==> config.mk <==
export PLATFORM = sky130hd
export DESIGN_NAME = lifo_stack_with_top_arithmetic
export DESIGN_NICKNAME = d
export VERILOG_FILES = /design/src/lstk_pkg.sv /design/src/lstk_cell.sv /design/src/lifo_stack_with_top_arithmetic.sv
export SDC_FILE = /design/constraint.sdc
export NUM_CORES = 1
export LEC_CHECK = 0
export BUFFER_PORTS_ARGS = -buffer_cell sky130_fd_sc_hd__buf_4
export CAP_MARGIN = 20
export CELL_PAD_IN_SITES_DETAIL_PLACEMENT = 0
export CELL_PAD_IN_SITES_GLOBAL_PLACEMENT = 1
export CORE_MARGIN = 2
export CORE_UTILIZATION = 52
export DETAILED_ROUTE_END_ITERATION = 6
export PLACE_DENSITY = 0.82
export SYNTH_ARGS = -nofsm -noshare
export SYNTH_HDL_FRONTEND = slang
export SYNTH_SLANG_ARGS = --single-unit
==> constraint.sdc <==
create_clock -name clk -period 20.5 [get_ports clk]
set_clock_uncertainty 0.1 [all_clocks]
set_input_delay 2.05 -clock clk [delete_from_list [all_inputs] [get_ports clk]]
set_output_delay 2.05 -clock clk [all_outputs]
set_load 0.1 [all_outputs]
==> src/lstk_pkg.sv <==
// ----------------------------------------------------------------------------
// lstk_pkg: shared types and codes for the LIFO stack
// Mode/status codes, field widths, cell shift and controller state types.
// ----------------------------------------------------------------------------
package lstk_pkg;

	localparam int unsigned DATA_W    = 32;
	localparam int unsigned MODE_W    = 3;
	localparam int unsigned STAT_W    = 2;
	localparam int unsigned CNT_OUT_W = 5;

	// input modes
	localparam logic [MODE_W-1:0] MODE_PUSH = 3'd0;
	localparam logic [MODE_W-1:0] MODE_POP  = 3'd1;
	localparam logic [MODE_W-1:0] MODE_INC  = 3'd2;
	localparam logic [MODE_W-1:0] MODE_SUB  = 3'd3;
	localparam logic [MODE_W-1:0] MODE_DUMP = 3'd4;

	// result status codes
	localparam logic [STAT_W-1:0] STAT_OK    = 2'd0;
	localparam logic [STAT_W-1:0] STAT_FULL  = 2'd1;
	localparam logic [STAT_W-1:0] STAT_EMPTY = 2'd2;

	// what a cell does on a clock edge
	typedef enum logic [1:0] {
		SH_HOLD,  // keep own word
		SH_DOWN,  // take the word of the neighbor nearer the top
		SH_UP     // take the word of the neighbor nearer the bottom
	} lstk_shift_t;

	// controller state
	typedef enum logic {
		S_IDLE,
		S_DUMP
	} lstk_state_t;

endpackage

==> src/lstk_cell.sv <==
// ----------------------------------------------------------------------------
// lstk_cell: one storage cell of the stack chain
// Holds one word and loads from either neighbor or keeps its value.
// ----------------------------------------------------------------------------
module lstk_cell
	import lstk_pkg::*;
(
	input  logic              clk,
	input  lstk_shift_t       shift,
	input  logic [DATA_W-1:0] prev_data,
	input  logic [DATA_W-1:0] next_data,
	output logic [DATA_W-1:0] data
);

	logic [DATA_W-1:0] data_q;

	// word register, no reset needed
	always_ff @(posedge clk) begin
		case (shift)
			SH_DOWN: data_q <= prev_data;
			SH_UP:   data_q <= next_data;
			default: data_q <= data_q;
		endcase
	end

	assign data = data_q;

endmodule

==> src/lifo_stack_with_top_arithmetic.sv <==
// ----------------------------------------------------------------------------
// lifo_stack_with_top_arithmetic: bounded LIFO of signed 32-bit words
// Push, pop, in-place top increment and subtract, and a bottom-to-top dump.
// ----------------------------------------------------------------------------
// Usage:
//   Input transactions arrive on s_* (s_tuser = mode, s_tdata = operand).
//   Results leave on m_* (m_tuser = status, m_tdata = value and entry count,
//   m_tlast marks the final result of an input transaction).
//   The stack is a chain of DEPTH cells with the top word in cell 0; push
//   and pop shift the whole chain by one cell, increment and subtract
//   rewrite cell 0.
//   Push, pop, increment, subtract and unused modes complete as they are taken and
//   the result is registered, so a new transaction is taken every cycle as
//   long as the result side keeps up.
//   Dump is taken and then rotates the full chain once through cell 0, one
//   cell per cycle while the result side keeps up; it emits the held entries,
//   bottom first, in the last steps of the rotation, one per held entry. No input
//   transaction is taken during a dump, so the next one follows only after
//   the whole rotation is done.
//   When m_tready is low, the output register holds its result and the
//   chain and the dump sequencer stop until it is taken.
//   Reset empties the stack; word storage itself is not cleared.
// ----------------------------------------------------------------------------
module lifo_stack_with_top_arithmetic
	import lstk_pkg::*;
#(
	parameter int unsigned DEPTH = 16
) (
	input  logic        clk,
	input  logic        arst_n,
	// input stream
	input  logic        s_tvalid,
	output logic        s_tready,
	input  logic [31:0] s_tdata,   // [31:0] operand
	input  logic [2:0]  s_tuser,   // [2:0] mode
	// result stream
	output logic        m_tvalid,
	input  logic        m_tready,
	output logic [39:0] m_tdata,   // [31:0] value, [36:32] entry_count, [39:37] zero
	output logic [1:0]  m_tuser,   // [1:0] status
	output logic        m_tlast
);

	localparam int unsigned CW = $clog2(DEPTH + 1);
	localparam int unsigned RW = $clog2(DEPTH);

	// chain
	lstk_shift_t       cell_shift [DEPTH];
	logic [DATA_W-1:0] cell_data  [DEPTH];
	logic [DATA_W-1:0] cell0_in;
	lstk_shift_t       chain_shift;
	logic              top_wr;

	// control
	lstk_state_t       state_q, state_nxt;
	logic [CW-1:0]     count_q, count_nxt;
	logic [RW-1:0]     rot_q, rot_nxt;
	logic              out_free, acc, dump_step, dump_emit, dump_last;
	logic [CW:0]       rot_sum;

	// output register
	logic              m_valid_q;
	logic [STAT_W-1:0] m_status_q;
	logic [DATA_W-1:0] m_value_q;
	logic [CNT_OUT_W-1:0] m_count_q;
	logic              m_last_q;
	logic              load_out;
	logic [STAT_W-1:0] o_status;
	logic [DATA_W-1:0] o_value;
	logic              o_last;

	logic [MODE_W-1:0] mode;
	logic [DATA_W-1:0] operand;
	logic [DATA_W-1:0] arith_res;
	logic              is_empty, is_full;

	assign mode     = s_tuser;
	assign operand  = s_tdata;
	assign is_empty = (count_q == '0);
	assign is_full  = (count_q == CW'(DEPTH));

	// handshake
	assign out_free  = !m_valid_q || m_tready;
	assign s_tready  = (state_q == S_IDLE) && out_free;
	assign acc       = s_tvalid && s_tready;
	assign dump_step = (state_q == S_DUMP) && out_free;

	// dump: step k carries original entry DEPTH-1-k into cell 0
	assign rot_sum   = (CW + 1)'(rot_q) + (CW + 1)'(count_q);
	assign dump_emit = (rot_sum >= (CW + 1)'(DEPTH));
	assign dump_last = (rot_q == RW'(DEPTH - 1));

	// top arithmetic
	assign arith_res = (mode == MODE_INC) ? cell_data[0] + DATA_W'(1)
	                                      : cell_data[0] - operand;

	// next state
	always_comb begin
		state_nxt = state_q;
		rot_nxt   = rot_q;
		unique case (state_q)
			S_IDLE: begin
				rot_nxt = '0;
				if (acc && mode == MODE_DUMP && !is_empty) begin
					state_nxt = S_DUMP;
				end
			end
			S_DUMP: begin
				if (dump_step) begin
					rot_nxt = rot_q + RW'(1);
					if (dump_last) begin
						state_nxt = S_IDLE;
						rot_nxt   = '0;
					end
				end
			end
			default: state_nxt = S_IDLE;
		endcase
	end

	// outputs of the controller
	always_comb begin
		chain_shift = SH_HOLD;
		top_wr      = 1'b0;
		cell0_in    = operand;
		count_nxt   = count_q;
		load_out    = 1'b0;
		o_status    = STAT_OK;
		o_value     = '0;
		o_last      = 1'b1;
		unique case (state_q)
			S_IDLE: begin
				if (acc) begin
					load_out = 1'b1;
					case (mode) inside
						MODE_PUSH: begin
							if (is_full) begin
								o_status = STAT_FULL;
							end else begin
								chain_shift = SH_DOWN;
								count_nxt   = count_q + CW'(1);
							end
						end
						MODE_POP: begin
							if (is_empty) begin
								o_status = STAT_EMPTY;
							end else begin
								chain_shift = SH_UP;
								count_nxt   = count_q - CW'(1);
								o_value     = cell_data[0];
							end
						end
						MODE_INC, MODE_SUB: begin
							if (is_empty) begin
								o_status = STAT_EMPTY;
							end else begin
								top_wr   = 1'b1;
								cell0_in = arith_res;
								o_value  = arith_res;
							end
						end
						MODE_DUMP: begin
							if (is_empty) begin
								o_status = STAT_EMPTY;
							end else begin
								load_out = 1'b0;
							end
						end
						default: ;
					endcase
				end
			end
			S_DUMP: begin
				cell0_in = cell_data[DEPTH-1];
				o_value  = cell_data[DEPTH-1];
				o_last   = dump_last;
				if (dump_step) begin
					chain_shift = SH_DOWN;
					load_out    = dump_emit;
				end
			end
			default: ;
		endcase
	end

	// cell chain, top word in cell 0
	for (genvar i = 0; i < DEPTH; i++) begin : g_cell
		logic [DATA_W-1:0] prev_d;
		logic [DATA_W-1:0] next_d;

		if (i == 0) begin : g_first
			assign prev_d = cell0_in;
			assign cell_shift[i] = top_wr ? SH_DOWN : chain_shift;
		end else begin : g_rest
			assign prev_d = cell_data[i-1];
			assign cell_shift[i] = chain_shift;
		end

		if (i == DEPTH - 1) begin : g_last
			assign next_d = cell_data[i];
		end else begin : g_inner
			assign next_d = cell_data[i+1];
		end

		lstk_cell u_cell (
			.clk       (clk),
			.shift     (cell_shift[i]),
			.prev_data (prev_d),
			.next_data (next_d),
			.data      (cell_data[i])
		);
	end

	// control registers
	always_ff @(posedge clk or negedge arst_n) begin
		if (!arst_n) begin
			state_q <= S_IDLE;
			count_q <= '0;
			rot_q   <= '0;
		end else begin
			state_q <= state_nxt;
			count_q <= count_nxt;
			rot_q   <= rot_nxt;
		end
	end

	// result valid
	always_ff @(posedge clk or negedge arst_n) begin
		if (!arst_n) begin
			m_valid_q <= 1'b0;
		end else if (load_out) begin
			m_valid_q <= 1'b1;
		end else if (m_tready) begin
			m_valid_q <= 1'b0;
		end
	end

	// result payload
	always_ff @(posedge clk) begin
		if (load_out) begin
			m_status_q <= o_status;
			m_value_q  <= o_value;
			m_count_q  <= CNT_OUT_W'(count_nxt);
			m_last_q   <= o_last;
		end
	end

	assign m_tvalid = m_valid_q;
	assign m_tdata  = {3'b000, m_count_q, m_value_q};
	assign m_tuser  = m_status_q;
	assign m_tlast  = m_last_q;

	// checks
	assert property (@(posedge clk) disable iff (!arst_n)
		count_q <= CW'(DEPTH))
		else $error("entry count beyond depth");

	assert property (@(posedge clk) disable iff (!arst_n)
		(state_q == S_DUMP) |=> (count_q == $past(count_q)))
		else $error("entry count changed during dump");

	assert property (@(posedge clk) disable iff (!arst_n)
		(dump_step && dump_last) |=> (m_tvalid && m_tlast && state_q == S_IDLE))
		else $error("dump did not close with a last result");

	assert property (@(posedge clk) disable iff (!arst_n)
		(acc && mode == MODE_PUSH && !is_full) |=>
		(count_q == $past(count_q) + CW'(1)))
		else $error("push did not grow the stack");

endmodule
==> qor.yml, run 1 <==
clock_tree:
  clock_latency_ps: 620
  root_buffer: "clkbuf_16"
  clockBufferDepth: 3
  cts_setup_buffers: 0
  post_cts_resized: 0
  cts_tree: "built"
  clk_pin_slew_ps: 60
  cts.sink_count: 563
  cts_buffers: 58
  holdBufCountCts: 0
  htreeDepth: 2
critical_path:
  start_kind: "input port"
  cp_max_fo: 7
  cp_slowest_cell: "o31ai_1"
  worstPathArrival_ps: 6320
  end_kind: "register"
  cp.required_ps: 20760
  worstSetupPathType: "input port to register"
  path_cells: "buf_4 -> nor4_2 -> nor4b_2 -> buf_4 -> nand2_1 -> xnor2_1 -> nor2_1 -> ha_1 -> a21oi_1 -> nand2_1 -> o31ai_1 -> o211ai_1 -> a41oi_1 -> o221ai_1 -> xor2_1 -> a221o_1"
  critPathMaxStageDelay_ps: 890
timing:
  timing.final.crit_period_ps: 6060
  tightest_slew_ps: 1210
  fin_setup_tns_ps: 0
  rsz0062_at_grt: "no"
  slew_headroom_pct: 19.6
  period_share_pct: 29.6
  finalWorstSetupSlack_ps: 14440
  setup_violations: 0
  max_freq_ghz: 0.165
  slew_viol_final: 0
  final-hold-violation-count: 0
logic_synthesis:
  ys_top_cells_by_count: "edfxtp_1 (552), mux2_2 (447), nand2_1 (111)"
  netlist_area_mm2: 0.0265
  yosysTopAreaCell: "edfxtp_1"
  synth_async_sr_flop_share_pct: 1.95
  synth_area_leaders: "edfxtp_1 (63%), mux2_2 (19%), ha_1 (1.9%)"
  synth-seq-area-share_pct: 63.6
  postSynthCellCount: 1794
  synth_edf_count: 552
  ys_seq_elements: 563
  yosysUniqueCellTypes: 67
  yosys_warnings: 0
  avgSynthCellArea_um2: 14.8
  synth_top_flop_cell: "edfxtp_1"
  synth_top_area_share_pct: 62.6
  post-synth-top-count-cell: "edfxtp_1"
global_routing:
  gr-total-overflow: 0
  first_global_vias: 15000
  grt_pass1_wl_um: 84200
  antenna_found_initial: 1
  track_usage_pct: 20.1
  grt_max_degree: 200
finish:
  nFillCells: 3859
  drive_above_1_share_pct: 33.8
  fin_util_pct: 59.0
  diodes: 0
  area_growth_pct: 11.9
  multi_input_comb_area_mm2: 0.00917
  register_area_mm2: 0.0169
  nets: 1947
floorplanning:
  initial_core_util_pct: 52.8
  die_w_um: 230
  die_h_um: 230
  coreArea_mm2: 0.0502
  die_area_mm2: 0.0527
  ios: 84
  std_cell_rows: 82
drt:
  vias_per_cell: 5.85
  wire_per_inst_um: 20.6
  first_pass_iters: 5
  vias: 15100
  drc: 0
  first_iter_violations: 1269
  antenna_left: 0
  wl_um: 53300
placed_design:
  port_buffers: 80
  dp_hpwl_um: 33600
  gp_congestion: 0.852
  pre_cts_ws_ps: 13480
status:
  outcome: "finished, final reports clean"
flow_run:
  cap_violations: 0
pwr:
  power_density_mw_per_mm2: 172
  p_leak_nw: 10.5
  ir_drop_v: 0.000108
min_path:
  worstHoldPathType: "register to register"
-- layout by cell type, fill, tap and decap left out, types with 8 or more instances in the layout --
cell type,netlist,final
edfxtp_1,552,552
mux2_2,447,447
nand2_1,111,111
buf_4,4,99
a21oi_1,81,81
nor2_1,79,78
o21ai_0,67,67
clkbuf_16,0,61
ha_1,41,38
xnor2_1,32,32
inv_1,29,28
a22oi_1,26,26
nor3_1,25,25
xor2_1,25,25
nand3_1,14,14
clkbuf_1,79,14
nand2b_1,11,11
o211ai_1,11,11
clkinv_2,0,11
clkinv_1,0,11
a21o_1,10,10
dfrtp_1,11,10
a221oi_1,9,9
or3_1,8,8
nand4_1,8,8
-- worst paths after layout --
check | startpoint | to | slack [ps] | cells after the start
setup / recovery | s_tdata[4] | m_value_q[30] | 14440 | 16
hold / removal | g_cell[14].u_cell.data[21] | g_cell[15].u_cell.data[21] | 350 | 0
setup reg to reg | count_q[0] | g_cell[11].u_cell.data[29] | 15800 | 12
hold reg to reg | g_cell[14].u_cell.data[21] | g_cell[15].u_cell.data[21] | 350 | 0
max in group asynchronous | arst_n | state_q | 18970 | 1
min in group asynchronous | arst_n | rot_q[0] | 1160 | 1
-- metrics by stage --
step	hold WS, ps	power [mW]	cell area, µm²	std cells
after floorplan	320	3.74	26500	1796
after global placement	324	4.00	27700	2475
after detailed placement	335	4.08	27700	2475
after CTS	349	5.10	29500	2578
after global routing	356	5.36	29600	2581
final	346	5.08	29600	2581
-- critical path, delay by kind of cell --
family,cells,cell delay [ps]
adder cells (fa/ha/maj),1,380
AND/OR/NAND/NOR,5,880
XOR/XNOR,2,320
AO/OA/AOI/OAI,6,2290
buffers and inverters,2,400
-- kinds of logic after synthesis --
kind of cell    share of synthesized area [%]
buf+inv                                  1.85
xor+xnor                                 1.89
flops                                    63.6
simple gates                             5.11
other cells                            0.0142
compound gates                           6.44
fa+ha+maj                                2.01
mux                                      19.0
-- area by class of cell --
cell class | count | area share [%]
repair buffers | 103 | 2.86
well taps | 672 | 2.84
flip-flops and latches | 563 | 56.9
inverters | 29 | 0.393
clock inverters | 28 | 0.714
clock buffers | 75 | 5.33
multi-input cells | 1111 | 31.0
-- state kept, by name, summed over array words and instances, names as in the netlist --
register	count
m_count_q	5
rot_q	4
state_q	1
m_value_q	32
g_cell.u_cell.data	512
m_tuser	2
m_tvalid	1
m_tlast	1
count_q	5
-- routing by layer --
layer	share of wire [%]	global-route usage, %	up-vias
met2	46	31.5	413
met3	6.1	3.56	75
met1	46	28.9	7545
met4	2.1	6.01	2
met5	0.013	0	-
li1	-	-	7072
-- power breakdown --
group          internal (mW)  switching, mW
logic                  0.610          0.941
registers               2.19          0.335
clock network          0.576          0.431
(Power assumes the default switching activity.)
==> run 2: changes to the inputs <==
- ABC_AREA: default -> 1
- CORE_UTILIZATION: 52 -> 50
- PLACE_DENSITY: 0.82 -> 0.84
- clock period: 20.5 -> 5.8 ns (I/O delays scaled with it)
==> run 2 against run 1 <==
Against the previous run:
- critical path depth fell by 3
- synthesized area rose by 3.1%
- global-route usage rose by 4.2 points
- core utilization fell by 2.4 points
- clock-buffer cell count fell by 8
- register-to-register slack got worse by 14000 ps
- final area rose by 3.2%
- total power rose to 3.8 times the previous value
- critical endpoint is now g_cell[0].u_cell.data[0]
- largest cell class unchanged
- largest power group unchanged
==> qor.yml, run 2 <==
timing:
  rsz0062_at_grt: "no"
  slew_headroom_pct: 33.8
  final-hold-violation-count: 0
  setup_violations: 0
  timing.final.crit_period_ps: 4190
  whs_ps: 274
  period_share_pct: 72.3
  slew_viol_final: 0
  tightest_slew_ps: 992
  max_freq_ghz: 0.238
drt:
  vias_per_cell: 5.53
  first_iter_violations: 1959
  antenna_left: 0
  first_pass_iters: 7
  wire_per_inst_um: 19.2
  wl_um: 68200
  drc: 0
  vias: 19600
critical_path:
  cp_max_fo: 32
  start_kind: "register"
  end_kind: "register"
  worstSetupPathType: "register to register"
  cp.required_ps: 6070
  worstPathArrival_ps: 4470
  reg2regPathDepth: 13
logic_synthesis:
  yosysUniqueCellTypes: 53
  synth_top_family_by_area: "simple AND/OR/NAND/NOR gates"
  synth_adder_area_share_pct: 1.95
  avgSynthCellArea_um2: 9.83
  synth_area_leaders: "edfxtp_1 (61%), nand2_1 (6.6%), a21oi_1 (6.4%)"
  synth_xor_area_share_pct: 0.449
  netlist_area_mm2: 0.0273
  yosysTopAreaCell: "edfxtp_1"
  synth_mux_area_share_pct: 1.49
  synth_top_area_share_pct: 60.7
  synth_edf_count: 552
  synth_async_sr_flop_share_pct: 1.95
  synth-seq-area-share_pct: 61.8
  synth_compound_area_share_pct: 13.5
  ys_top_cells_by_count: "edfxtp_1 (552), nand2_1 (480), a21oi_1 (349)"
  yosys.area_share.simple_pct: 14.3
  synth_top_flop_cell: "edfxtp_1"
  ys_seq_elements: 563
  yosys_warnings: 0
  postSynthCellCount: 2776
  post-synth-top-count-cell: "edfxtp_1"
global_routing:
  track_usage_pct: 24.3
  first_global_vias: 18500
  gr-total-overflow: 0
  antenna_found_initial: 0
  grt_pass1_wl_um: 106000
  grt_max_degree: 185
pwr:
  swShare_pct: 39.2
  ir_drop_v: 0.000349
  p_leak_nw: 12.2
  p_sw_mw: 7.59
  p_int_mw: 11.8
  power_density_mw_per_mm2: 633
  clock_power_share_pct: 19.4
  p_seq_share_pct: 46.8
  combPwrFrac_pct: 33.8
clock_tree:
  clk_pin_slew_ps: 60
  cts.sink_count: 563
  htreeDepth: 2
  clock_latency_ps: 640
  post_cts_resized: 0
  clockBufferDepth: 3
  root_buffer: "clkbuf_16"
  cts_tree: "built"
  cts_buffers: 57
floorplanning:
  ios: 84
  coreArea_mm2: 0.0539
  std_cell_rows: 85
  initial_core_util_pct: 50.6
  die_h_um: 238
  die_w_um: 238
  die_area_mm2: 0.0565
min_path:
  worstHoldPathType: "input port to asynchronous set/reset pin"
finish:
  fin_util_pct: 56.7
  register_area_mm2: 0.0169
  most-common-layout-cells: "edfxtp_1 (552), nand2_1 (479), a21oi_1 (349), nor2_1 (335), inv_1 (324)"
  diodes: 0
  mostFrequentLayoutCell: "edfxtp_1"
  stdcell_count: 3556
  largest_reg_flops: 512
  final_area_mm2: 0.0306
  nets: 2896
  drive_above_1_share_pct: 9.79
  nFillCells: 4670
  multi_input_comb_area_mm2: 0.00869
  area_growth_pct: 12.0
placed_design:
  dp_hpwl_um: 47100
  gp_congestion: 0.953
  port_buffers: 80
  placed_cells: 3451
  dpl_cell_area_mm2: 0.0286
status:
  outcome: "finished, final reports clean"
flow_run:
  cap_violations: 0
[run 2: per-stage QoR]
| step | worst slack [ps] | power (mW) | TNS [ps] |
|---|---|---|---|
| after floorplan | -3340 | 13.4 | -1494880 |
| after global placement | 1090 | 15.4 | 0 |
| after detailed placement | 1110 | 15.6 | 0 |
| after CTS | 1660 | 19.4 | 0 |
| after global routing | 1370 | 20.5 | 0 |
| final | 1610 | 19.4 | 0 |
[run 2: what timing repair did]
| action | 4_1_cts | 5_1_grt |
|---|---|---|
| hold buffers | 1 | 0 |
| buffers inserted | 0 | 0 |
| endpoints found under the hold margin | 11 | 0 |
[run 2: power groups by stage]
stage,Combinational (mW),Sequential [mW],Clock (mW)
4_1_cts,6.57,9.04,3.82
2_1_floorplan,3.46,9.93,0
3_5_place_dp,6.54,9.09,0
3_3_place_gp,6.34,9.03,0
6_report,6.54,9.05,3.75
5_1_grt,7.24,9.29,3.97
[run 2: critical path, cell delays in order (launching register included)]
cell     delay, ps
dfrtp_1        440
inv_1           90
ha_1           220
inv_1          110
nor3_4          60
nand2_2        210
nand2_4        260
nor2_4         630
nor2_1         120
ha_1           210
buf_4          280
inv_1          680
buf_4          410
a31oi_1        130
[run 2: cell families after synthesis]
| family | Yosys count |
|---|---|
| and+or+nand+nor | 955 |
| AOI/OAI and AO/OA | 694 |
| DFF | 563 |
| buffers and inverters | 471 |
| adders and majority gates | 42 |
| muxes | 36 |
| xor gates and xnor gates | 14 |
| other | 1 |
[run 2: final timing paths]
| check | to | from | slack (ps) |
|---|---|---|---|
| worst max-delay path | g_cell[0].u_cell.data[0] | count_q[0] | 1610 |
| worst min-delay path | m_tvalid | arst_n | 270 |
| worst max register to register | g_cell[0].u_cell.data[0] | count_q[0] | 1610 |
| worst min register to register | g_cell[15].u_cell.data[7] | g_cell[14].u_cell.data[7] | 350 |
| max in group asynchronous | m_tvalid | arst_n | 5160 |
| min in group clk | rot_q[2] | m_tready | 280 |
[run 2: metal layers]
metal / up-vias / wire length, µm / global-route usage (%)
li1: 9599 / - / -
met1: 9378 / 32800 / 37.3
met2: 587 / 29500 / 36.2
met3: 83 / 4620 / 4.23
met4: 0 / 1270 / 5.28
met5: - / 0 / 0
[run 2: cell type report]
class / instances / area share (%)
Inverter: 335 / 4.13
Tap cell: 696 / 2.85
Multi-Input combinational cell: 1744 / 28.4
Sequential cell: 563 / 55.2
Timing Repair Buffer: 114 / 3.18
Clock inverter: 37 / 1.43
Clock buffer: 67 / 4.79
